--- config.mk ---
export PLATFORM = sky130hd
export DESIGN_NAME = memory_pattern_test_engine
export DESIGN_NICKNAME = d
export VERILOG_FILES = /design/src/hdl/mpte_pkg.sv /design/src/hdl/mpte_pattern.sv /design/src/hdl/memory_pattern_test_engine.sv
export SDC_FILE = /design/constraint.sdc
export NUM_CORES = 2
export LEC_CHECK = 0
export BUFFER_PORTS_ARGS = -buffer_cell sky130_fd_sc_hd__buf_2
export CAP_MARGIN = 20
export CORE_ASPECT_RATIO = 0.7
export CORE_MARGIN = 2
export CORE_UTILIZATION = 30
export CTS_CLUSTER_SIZE = 10
export DETAILED_ROUTE_END_ITERATION = 12
export GPL_TIMING_DRIVEN = 0
export PLACE_DENSITY = 0.52
export SETUP_SLACK_MARGIN = 0.5
export SLEW_MARGIN = 25
export SYNTH_ARGS = -nofsm -noshare
export SYNTH_HDL_FRONTEND = slang
export SYNTH_SLANG_ARGS = --single-unit
--- constraint.sdc ---
create_clock -name clk -period 18.9 [get_ports clk]
set_input_delay 3.78 -clock clk [delete_from_list [all_inputs] [get_ports clk]]
set_output_delay 3.78 -clock clk [all_outputs]
set_load 0.02 [all_outputs]
--- src/hdl/mpte_pkg.sv ---
// Shared definitions for the memory pattern test engine.
// Phase, operation and register codes, pattern constants, item field layout.
// No dependencies.
`default_nettype none

package mpte_pkg;

  // item widths: fields packed from bit 0, padded to whole bytes
  localparam int unsigned IN_W  = 40;
  localparam int unsigned OUT_W = 104;

  // output item field positions
  localparam int unsigned OUT_OP_LSB    = 0;
  localparam int unsigned OUT_ADDR_LSB  = 2;
  localparam int unsigned OUT_WDATA_LSB = 34;
  localparam int unsigned OUT_BUSY_BIT  = 66;
  localparam int unsigned OUT_DONE_BIT  = 67;
  localparam int unsigned OUT_PASS_BIT  = 68;
  localparam int unsigned OUT_FAIL_LSB  = 69;

  // test phases
  localparam logic [2:0] PH_IDLE     = 3'd0;
  localparam logic [2:0] PH_WRITE    = 3'd1;
  localparam logic [2:0] PH_CHECK    = 3'd2;
  localparam logic [2:0] PH_INVCHECK = 3'd3;
  localparam logic [2:0] PH_DONE     = 3'd4;

  // memory operations
  localparam logic [1:0] OP_NONE  = 2'd0;
  localparam logic [1:0] OP_WRITE = 2'd1;
  localparam logic [1:0] OP_READ  = 2'd2;

  // configuration register indexes
  localparam logic [2:0] REG_PATTERN_MODE  = 3'd0;
  localparam logic [2:0] REG_WITH_INVERSE  = 3'd1;
  localparam logic [2:0] REG_BASE_ADDRESS  = 3'd2;
  localparam logic [2:0] REG_LIMIT_ADDRESS = 3'd3;
  localparam logic [2:0] REG_RANDOM_SEED   = 3'd4;

  // configuration reset values
  localparam logic [31:0] BASE_RESET  = 32'h6000_0000;
  localparam logic [31:0] LIMIT_RESET = 32'h8000_0000;
  localparam logic [31:0] SEED_RESET  = 32'h00FF_FF00;

  // pattern and address constants
  localparam logic [31:0] MWC_MULT   = 32'hFFFF_DA61;
  localparam logic [31:0] TOP_BIT    = 32'h8000_0000;
  localparam logic [31:0] WORD_STEP  = 32'd4;
  localparam logic [31:0] ADDR_LAST  = 32'hFFFF_FFFB;
  localparam logic [31:0] ADDR_SAT   = 32'hFFFF_FFFF;

  typedef struct packed {
    logic update;   // commit the step
    logic restart;  // reload from seed or one
    logic advance;  // step the generator after use
    logic mode;     // 0 walking one, 1 multiply-with-carry
  } pat_ctrl_t;

endpackage

`default_nettype wire

--- src/hdl/mpte_pattern.sv ---
// Pattern generator: walking one or 32-bit multiply-with-carry sequence.
// Depends on mpte_pkg.
`default_nettype none

module mpte_pattern (
  input  wire logic               clk,
  input  wire logic               rst,
  input  wire mpte_pkg::pat_ctrl_t ctrl,
  input  wire logic [31:0]        seed,
  output logic [31:0]             pattern
);

  logic [31:0] low;
  logic [31:0] carry;
  logic [31:0] low_next;
  logic [31:0] carry_next;
  logic [31:0] cur_carry;
  logic [63:0] mwc;

  always_comb begin
    pattern   = ctrl.restart ? (ctrl.mode ? seed : 32'd1) : low;
    cur_carry = ctrl.restart ? 32'd0 : carry;
    mwc       = 64'(mpte_pkg::MWC_MULT) * 64'(pattern) + 64'(cur_carry);
    low_next   = pattern;
    carry_next = cur_carry;
    if (ctrl.advance) begin
      if (ctrl.mode) begin
        low_next   = mwc[31:0];
        carry_next = mwc[63:32];
      end else if (pattern == mpte_pkg::TOP_BIT || pattern == 32'd0) begin
        low_next = 32'd1;
      end else begin
        low_next = {pattern[30:0], 1'b0};
      end
    end
  end

  always_ff @(posedge clk) begin
    if (rst) begin
      low   <= '0;
      carry <= '0;
    end else if (ctrl.update) begin
      low   <= low_next;
      carry <= carry_next;
    end
  end

endmodule

`default_nettype wire

--- src/hdl/memory_pattern_test_engine.sv ---
// Memory pattern test engine top level: stream channels, run control, compare.
// Depends on mpte_pkg and mpte_pattern.
//
// Each input item (start_req, read_data) yields exactly one result item that
// carries at most one memory access (mem_op, mem_address, write_data) and the
// run status (busy_res, done_res, passed, fail_address). A start_req item
// starts a run at base_address: pass one writes the pattern, pass two reads
// and compares (and rewrites inverted with with_inverse), pass three checks
// the inverted words. The data for a read belongs in read_data of the next
// input item. The first mismatch ends the run with its address.
// Throughput: one item per cycle unless the receiver stalls, set by the
// combinational step (address compare, pattern multiply) between the input and
// output registers. s_tready stays high while the output register is empty or
// being taken; when the receiver stalls, one item waits in the input register
// and then s_tready drops. Configuration writes go through cfg_write,
// cfg_index and cfg_data; the user must make them only while no run is active,
// as the block does not enforce it. Reset clears both registers, returns the
// configuration to its defaults and the engine to idle.
`default_nettype none

module memory_pattern_test_engine (
  input  wire logic                       clk,
  input  wire logic                       rst,
  input  wire logic                       s_tvalid,
  output logic                            s_tready,
  // start_req[0], read_data[32:1], zero pad [39:33]
  input  wire logic [mpte_pkg::IN_W-1:0]  s_tdata,
  output logic                            m_tvalid,
  input  wire logic                       m_tready,
  // mem_op[1:0], mem_address[33:2], write_data[65:34], busy_res[66],
  // done_res[67], passed[68], fail_address[100:69], zero pad [103:101]
  output logic [mpte_pkg::OUT_W-1:0]      m_tdata,
  input  wire logic                       cfg_write,
  input  wire logic [2:0]                 cfg_index,
  input  wire logic [31:0]                cfg_data
);

  // configuration
  logic        pattern_mode;
  logic        with_inverse;
  logic [31:0] base_address;
  logic [31:0] limit_address;
  logic [31:0] random_seed;

  // input register
  logic        in_valid;
  logic        in_start;
  logic [31:0] in_rdata;
  logic        fire;

  // run state
  logic [2:0]  phase;
  logic [31:0] word_address;
  logic        read_pending;
  logic [31:0] expected_word;
  logic [31:0] pending_address;
  logic [31:0] failed_at;
  logic        pass_flag;

  logic [2:0]  phase_next;
  logic [31:0] word_address_next;
  logic        read_pending_next;
  logic [31:0] expected_word_next;
  logic [31:0] pending_address_next;
  logic [31:0] failed_at_next;
  logic        pass_flag_next;

  logic [1:0]  op;
  logic [31:0] addr;
  logic [31:0] wdata;
  logic        issue;
  logic        empty_range;
  logic        active;
  logic [31:0] pattern;
  logic [mpte_pkg::OUT_W-1:0] result;

  mpte_pkg::pat_ctrl_t pat_ctrl;

  always_ff @(posedge clk) begin
    if (rst) begin
      pattern_mode  <= 1'b0;
      with_inverse  <= 1'b0;
      base_address  <= mpte_pkg::BASE_RESET;
      limit_address <= mpte_pkg::LIMIT_RESET;
      random_seed   <= mpte_pkg::SEED_RESET;
    end else if (cfg_write) begin
      case (cfg_index)
        mpte_pkg::REG_PATTERN_MODE:  pattern_mode  <= cfg_data[0];
        mpte_pkg::REG_WITH_INVERSE:  with_inverse  <= cfg_data[0];
        mpte_pkg::REG_BASE_ADDRESS:  base_address  <= cfg_data;
        mpte_pkg::REG_LIMIT_ADDRESS: limit_address <= cfg_data;
        mpte_pkg::REG_RANDOM_SEED:   random_seed   <= cfg_data;
        default: ;
      endcase
    end
  end

  assign fire     = in_valid && (!m_tvalid || m_tready);
  assign s_tready = !in_valid || fire;

  always_ff @(posedge clk) begin
    if (rst) begin
      in_valid <= 1'b0;
    end else if (s_tready) begin
      in_valid <= s_tvalid;
    end
  end

  always_ff @(posedge clk) begin
    if (s_tvalid && s_tready) begin
      in_start <= s_tdata[0];
      in_rdata <= s_tdata[32:1];
    end
  end

  mpte_pattern u_pattern (
    .clk     (clk),
    .rst     (rst),
    .ctrl    (pat_ctrl),
    .seed    (random_seed),
    .pattern (pattern)
  );

  assign empty_range = base_address >= limit_address;

  always_comb begin
    phase_next           = phase;
    word_address_next    = word_address;
    read_pending_next    = read_pending;
    expected_word_next   = expected_word;
    pending_address_next = pending_address;
    failed_at_next       = failed_at;
    pass_flag_next       = pass_flag;
    op                   = mpte_pkg::OP_NONE;
    addr                 = 32'd0;
    wdata                = 32'd0;
    issue                = 1'b1;
    pat_ctrl.update      = fire;
    pat_ctrl.restart     = 1'b0;
    pat_ctrl.advance     = 1'b0;
    pat_ctrl.mode        = pattern_mode;

    if (in_start) begin
      phase_next        = mpte_pkg::PH_WRITE;
      word_address_next = base_address;
      pat_ctrl.restart  = 1'b1;
      read_pending_next = 1'b0;
      pass_flag_next    = 1'b0;
      failed_at_next    = 32'd0;
    end else if (read_pending) begin
      read_pending_next = 1'b0;
      if (in_rdata != expected_word) begin
        failed_at_next = pending_address;
        pass_flag_next = 1'b0;
        phase_next     = mpte_pkg::PH_DONE;
        issue          = 1'b0;
      end else if (phase == mpte_pkg::PH_CHECK && with_inverse) begin
        op    = mpte_pkg::OP_WRITE;
        addr  = pending_address;
        wdata = ~expected_word;
        issue = 1'b0;
      end
    end

    // end of pass: move on, skipping passes over an empty range
    if (issue && (phase_next == mpte_pkg::PH_WRITE || phase_next == mpte_pkg::PH_CHECK ||
                  phase_next == mpte_pkg::PH_INVCHECK) &&
        word_address_next >= limit_address) begin
      case (phase_next)
        mpte_pkg::PH_WRITE:
          phase_next = empty_range ? mpte_pkg::PH_DONE : mpte_pkg::PH_CHECK;
        mpte_pkg::PH_CHECK:
          phase_next = (with_inverse && !empty_range) ? mpte_pkg::PH_INVCHECK
                                                      : mpte_pkg::PH_DONE;
        default:
          phase_next = mpte_pkg::PH_DONE;
      endcase
      word_address_next = base_address;
      if (phase_next == mpte_pkg::PH_DONE) begin
        pass_flag_next = 1'b1;
      end else begin
        pat_ctrl.restart = 1'b1;
      end
    end

    if (issue && (phase_next == mpte_pkg::PH_WRITE || phase_next == mpte_pkg::PH_CHECK ||
                  phase_next == mpte_pkg::PH_INVCHECK)) begin
      addr = word_address_next;
      if (phase_next == mpte_pkg::PH_WRITE) begin
        op    = mpte_pkg::OP_WRITE;
        wdata = pattern;
      end else begin
        op                   = mpte_pkg::OP_READ;
        expected_word_next   = (phase_next == mpte_pkg::PH_CHECK) ? pattern : ~pattern;
        pending_address_next = word_address_next;
        read_pending_next    = 1'b1;
      end
      pat_ctrl.advance  = 1'b1;
      word_address_next = (word_address_next > mpte_pkg::ADDR_LAST) ? mpte_pkg::ADDR_SAT
                                                                    : word_address_next +
                                                                      mpte_pkg::WORD_STEP;
    end

    active = phase_next == mpte_pkg::PH_WRITE || phase_next == mpte_pkg::PH_CHECK ||
             phase_next == mpte_pkg::PH_INVCHECK;
    result = {3'b000, failed_at_next, pass_flag_next,
              phase_next == mpte_pkg::PH_DONE, active, wdata, addr, op};
  end

  always_ff @(posedge clk) begin
    if (rst) begin
      phase           <= mpte_pkg::PH_IDLE;
      word_address    <= '0;
      read_pending    <= 1'b0;
      expected_word   <= '0;
      pending_address <= '0;
      failed_at       <= '0;
      pass_flag       <= 1'b0;
    end else if (fire) begin
      phase           <= phase_next;
      word_address    <= word_address_next;
      read_pending    <= read_pending_next;
      expected_word   <= expected_word_next;
      pending_address <= pending_address_next;
      failed_at       <= failed_at_next;
      pass_flag       <= pass_flag_next;
    end
  end

  always_ff @(posedge clk) begin
    if (rst) begin
      m_tvalid <= 1'b0;
    end else if (fire) begin
      m_tvalid <= 1'b1;
    end else if (m_tready) begin
      m_tvalid <= 1'b0;
    end
  end

  always_ff @(posedge clk) begin
    if (fire) begin
      m_tdata <= result;
    end
  end

endmodule

`default_nettype wire

After elaboration in Yosys (flattened, before gate mapping)
Cells that the tools add are included.

operators by class
  eq/ne operators = 15
  shifts and indexed selects = 0
  reductions and logical operators = 26
  multipliers = 1
  add/subtract/negate cells = 2
  bitwise logic cells = 3
  div/mod/pow operators = 0
  magnitude comparators = 3
  multiplexer cells = 58

operators with widths
  kind                                                                   number
  32-bit 2-to-1 mux                                                      27
  64-bit by 32-bit adder with 64-bit output                              1
  32-bit greater-or-equal comparator                                     2
  32-bit by 32-bit multiplier with 64-bit output, first input constant   1
  32-bit NOT                                                             2
  32-bit by 3-bit adder with 32-bit output, second input constant        1
  32-bit equality test, second input constant                            1
  32-bit > comparator, second input constant                             1
  32-bit logical NOT                                                     1
  32-bit inequality test                                                 1
  3-bit by 2-bit equality test with 1-bit output, second input constant  7
  1-bit 2-to-1 mux                                                       21
  3-bit 2-to-1 mux                                                       7
  2-bit AND reduction                                                    5
  3-bit by 1-bit equality test with 1-bit output, second input constant  3
  3-bit equality test, second input constant                             3
  1-bit logical AND                                                      7
  1-bit logical OR                                                       7
  3-bit case mux with 2 select lines                                     1
  2-bit 2-to-1 mux                                                       2
  1-bit logical NOT                                                      3
  3-bit logical NOT                                                      1
  3-bit AND reduction                                                    1
  2-bit nonzero test                                                     1
  1-bit NOT                                                              1

storage, ports and cells
  bits in read-only memories = 0
  word-level logic and storage cells = 127
  RAM bits = 0
  bits in latches = 0
  output and inout port bits = 106
  flip-flop bits (word level) = 431
  memories = 0

Logic depth before layout (Yosys ltp)
  word-level depth = 19
  depth in mapped cells = 45
  depth with buffers taken out = 38

Modules after synthesis
Synthesis repeated with hierarchy kept, for this count alone.

second synthesis, totals
  cells, all modules = 4284
  area total of the unflattened synthesis = 39522.9 µm²

by module, submodules not included
  module                      cells each  area an instance (µm²)  sequential area each (µm²)  times used
  mpte_pattern                2314        21747.1                 1281.2                      1
  memory_pattern_test_engine  1970        17775.8                 8688.3                      1

Least setup slack after synthesis
Ideal clock, no wire load.

  kind = flip-flop to flip-flop
  start point = reg in_start
  end point = reg u_pattern.carry[24]
  library setup time = 0.117 ns
  setup slack = 6.221 ns
  path buffers = 6
  cell stages (with the launch flop) = 40
  data arrival time = 12.563 ns
  period minus slack after synthesis = 12.679 ns
  cells stage by stage = edfxtp_1 clkbuf_1 buf_2 buf_2 buf_2 clkbuf_1 mux2_2 ha_1 nand2_1 nor4_1 o31ai_1 a2111o_1 a221oi_4 a21o_1 buf_2 nand2_1 o22ai_1 inv_1 [4 not listed] fa_1 inv_1 fa_1 inv_1 fa_1 fa_1 inv_1 fa_1 ha_1 a211oi_1 nand2_1 a2111oi_0 a21oi_1 o2111ai_1 a21oi_1 a211oi_1 xnor2_1 a22o_1

on the way
  cells in the longest elaborated chain, start to end = 13
  elaborated cells between the ends (all ways) = 31

ends and longest elaborated chain
  item                                                                                                     line                               text
  from (decl)                                                                                              memory_pattern_test_engine.sv:47   logic in_start;
  from (signal assigned)                                                                                   memory_pattern_test_engine.sv:111  in_start <= s_tdata[0];
  parallel branches: the longest is 12 deep, another holds 32-bit by 32-bit multiplier with 64-bit output  --
  32-bit 2-to-1 mux (*)                                                                                    mpte_pattern.sv:26                 if (ctrl.advance) begin
  to (signal assigned)                                                                                     mpte_pattern.sv:44                 carry <= carry_next;
  to (decl)                                                                                                mpte_pattern.sv:14                 logic [31:0] carry;

Mark *: on every way between the ends. The select of a mux whose other input is x is not followed.
A chain may end at the register's enable or synchronous reset.

Worst setup path after layout
  start point = reg in_start
  end point = reg u_pattern.carry[31]

The elaborated chain is that of the path after synthesis.

==> implementation parameters <==
Parameter                              Value

Outcome
  Run status    finished clean

Synth
  Mapped Cells    4,168
  Synth Flop Type    sky130_fd_sc_hd__dfxtp_1
  Async set-or-reset flop fraction in the synthesized netlist    0%
  Count of unique library cells instantiated by Yosys    84
  Netlist area before placement    0.03872 mm^2
  Mean instance size in the synthesized netlist    9.291 um^2
  Synthesis Warnings    0
  Cell type with the highest aggregate area in the netlist    sky130_fd_sc_hd__fa_1
  Number of synthesized flops with an enable pin    134
  Area fraction of the dominant cell type after synthesis    21.97%
  Top cells by area, synth    sky130_fd_sc_hd__fa_1, sky130_fd_sc_hd__dfxtp_1, sky130_fd_sc_hd__ha_1
  Proportion of synthesized chip area in sequential cells    25.74%
  Register bit count reported by yosys    431

Clock tree
  Later-pin clock latency in the skew report    670 ps
  # H-tree levels    2
  Cells resized by post-CTS repair    0
  # clock sinks    431
  Post-CTS Hold Buffers    0
  Cell at the root of the clock tree    sky130_fd_sc_hd__clkbuf_16
  Clock Path Buffers    3
  Post-CTS setup buffers    0
  Clock tree from TritonCTS    yes
  Clock input transition at the sequential cells of the worst setup and hold paths    60 ps
  Inserted Clock Buffers    53

Global routing
  Routing usage on met3    6.566%
  Global route hottest layer    met1
  GR met1 Demand/Resource    35.43%
  GRT Overall Usage    22.20%
  Met2 Use GR    28.59%
  Via count of the first global-routing pass    30,330
  Antenna violations before repair    7
  Maximum number of pins on one net before global-route repair    30
  Wire length of the first global-routing pass    213,400 um
  Overflow left after global routing    0

Finish
  Layout cells sized above 1    8.468%
  Area growth from synthesis to layout    13.32%
  Final net count    5,339

Die
  Die ar.    0.1320 mm^2
  Initial core utilization    30.19%
  Floorplan die width    433.4 um
  I/O Pins    186
  Height of the chip    304.6 um
  Core area    0.1283 mm^2
  Row cnt    110

Setup path
  Slowest cell delay on critical path    1240 ps
  Worst Path Class, Setup    reg -> reg
  Kind of end point of the critical path    flop
  Maximum fanout encountered on the critical timing path    14
  Required time at the endpoint of the critical path    19,440 ps
  Kind of start point of the critical path    flop
  Critical-path cell with the highest stage delay    sky130_fd_sc_hd__fa_1
  Most used cell, CP    sky130_fd_sc_hd__fa_1
  Crit path arrival time    16,450 ps

Run
  Max_cap viols    0

Power
  Worst VDD drop    0.0002218 V
  Power density cells    126.6 mW/mm^2
  Static Leakage    20.36 nW

Detailed routing
  Via count normalized by instance count    5.094
  Count of unresolved DRC violations after routing    0
  Drt wl/cell    23.76 um
  Total wire length after detailed routing    147,100 um
  Remaining antenna violation count after routing    0
  First-pass iteration count of the detailed router    6
  Total number of vias    31,530
  Initial detailed-routing violation count    3,639

STA
  Top achievable clock speed    0.06286 GHz
  Transition at the pin with the smallest max-transition slack    1162 ps
  Setup repair after global routing missed its margin    no
  Number of setup violations in the final report    0
  Fin. max-slew vios    0
  Largest clock skew in the final design    48.62 ps
  Time the worst path needs with I/O delays and setup    15,910 ps
  Worst path setup slack after routing    2991 ps
  Fin. Hold Viols    0
  Aggregate negative setup slack    0 ps
  Headroom to the max-slew limit    22.52%
  Post-route fraction of the period consumed by the critical path    84.17%

Placement
  Detailed Place HPWL    122,600 um
  Number of buffer cells added on primary ports    175
  Gpl congestion    0.9670
  Place WS    3339 ps

Hold path
  Hold/Removal Path Class    reg -> reg
layout make-up:
type / count / area (um^2)
clock buffer: 82 / 1519
fill: 13470 / 84390
inverter: 664 / 2492
clock inverter: 8 / 77.57
antenna: 3 / 7.507
multi-input combinational: 2893 / 25680
tap: 1736 / 2172
sequential: 431 / 9970
buffer: 182 / 754.5
timing repair buffer: 192 / 1207
flip-flops by register name, summed over array words and instances, names as in the netlist:
name / cells
m_tdata: 101
base_address: 32
expected_word: 32
failed_at: 32
in_rdata: 32
limit_address: 32
pending_address: 32
random_seed: 32
u_pattern.carry: 32
u_pattern.low: 32
word_address: 32
phase: 3
in_start: 1
in_valid: 1
m_tvalid: 1
pass_flag: 1
pattern_mode: 1
read_pending: 1
with_inverse: 1
worst max-delay path, delay by kind of cell, from the launching register on:
family / cells / cell delay (ps)
compound gates: 10 / 4040
xor+xnor: 1 / 170
fa+ha+maj: 10 / 5370
buf+inv: 15 / 4100
flops: 1 / 460
mux: 1 / 460
simple gates: 6 / 1130
cells by family after synthesis:
| logic type | count (synthesis) | synth area share [%] |
|---|---|---|
| other | 1 | 0.009684 |
| adder cells (fa/ha/maj) | 842 | 35.44 |
| AND/OR/NAND/NOR | 952 | 10.76 |
| XOR/XNOR | 157 | 3.551 |
| AO/OA/AOI/OAI | 832 | 13.26 |
| multiplexers | 107 | 2.859 |
| flip-flops | 431 | 25.74 |
| buffers and inverters | 846 | 8.368 |
layout by cell type, fill, tap and decap left out, drive strengths merged, types with 20 or more instances in the layout:
master,netlist,final
inv,662,664
nand2,484,484
fa,425,425
ha,417,417
a21oi,313,313
dfxtp,297,297
buf,44,236
clkbuf,138,220
nor2,201,201
o21ai,192,192
edfxtp,134,134
xnor2,89,89
mux2i,78,78
xor2,68,68
nand3,68,68
a21o,56,56
o22ai,47,47
nor3,37,37
and2,36,36
mux2,29,29
nand4,29,29
and3,25,25
a211oi,24,24
nor4,21,21
a22oi,20,20
cell usage after synthesis (19+ instances only):
cell type                    n
sky130_fd_sc_hd__a211oi_1   24
sky130_fd_sc_hd__a21o_1     56
sky130_fd_sc_hd__a21oi_1   311
sky130_fd_sc_hd__a22oi_1    20
sky130_fd_sc_hd__and2_1     36
sky130_fd_sc_hd__and3_1     25
sky130_fd_sc_hd__buf_2      22
sky130_fd_sc_hd__clkbuf_1  138
sky130_fd_sc_hd__dfxtp_1   297
sky130_fd_sc_hd__edfxtp_1  134
sky130_fd_sc_hd__fa_1      425
sky130_fd_sc_hd__ha_1      417
sky130_fd_sc_hd__inv_1     656
sky130_fd_sc_hd__mux2_2     29
sky130_fd_sc_hd__mux2i_1    78
sky130_fd_sc_hd__nand2_1   484
sky130_fd_sc_hd__nand3_1    67
sky130_fd_sc_hd__nand4_1    28
sky130_fd_sc_hd__nor2_1    201
sky130_fd_sc_hd__nor3_1     37
sky130_fd_sc_hd__nor4_1     21
sky130_fd_sc_hd__o211ai_1   19
sky130_fd_sc_hd__o21ai_0   175
sky130_fd_sc_hd__o21bai_1   19
sky130_fd_sc_hd__o22ai_1    47
sky130_fd_sc_hd__xnor2_1    89
sky130_fd_sc_hd__xor2_1     68
routing by layer:
metal | part of all wire [%] | vias to the layer above
met3 | 12 | 146
met1 | 49 | 15650
met2 | 37 | 1391
met5 | 0.018 | -
met4 | 2.0 | 4
li1 | - | 14340
where the power goes:
| group | internal, mW | switching [mW] |
|---|---|---|
| Clock | 0.550 | 0.426 |
| Sequential | 0.990 | 0.0311 |
| Combinational | 1.20 | 2.36 |
worst paths after layout:
| kind | from | to | slack [ps] | cells after the start |
|---|---|---|---|---|
| max | in_start | u_pattern.carry[31] | 2990 | 43 |
| min | failed_at[0] | failed_at[0] | 450 | 2 |
| max reg2reg | in_start | u_pattern.carry[31] | 2990 | 43 |
| min reg2reg | failed_at[0] | failed_at[0] | 450 | 2 |
stage by stage:
step / hold slack (ps) / cells / power, mW / utilization [%] / instance area (um^2)
2_1_floorplan: 429.4 / 4170 / 3.285 / - / 38730
3_3_place_gp: 439.5 / 6081 / 4.454 / 32.57 / 41780
3_5_place_dp: 444.7 / 6098 / 4.446 / 32.95 / 42270
4_1_cts: 453.8 / 6188 / 5.465 / 34.20 / 43860
5_1_grt: 470.0 / 6188 / 5.937 / 34.21 / 43880
6_report: 453.7 / 6191 / 5.556 / 34.21 / 43880
Power figures use the tool's default switching activity.
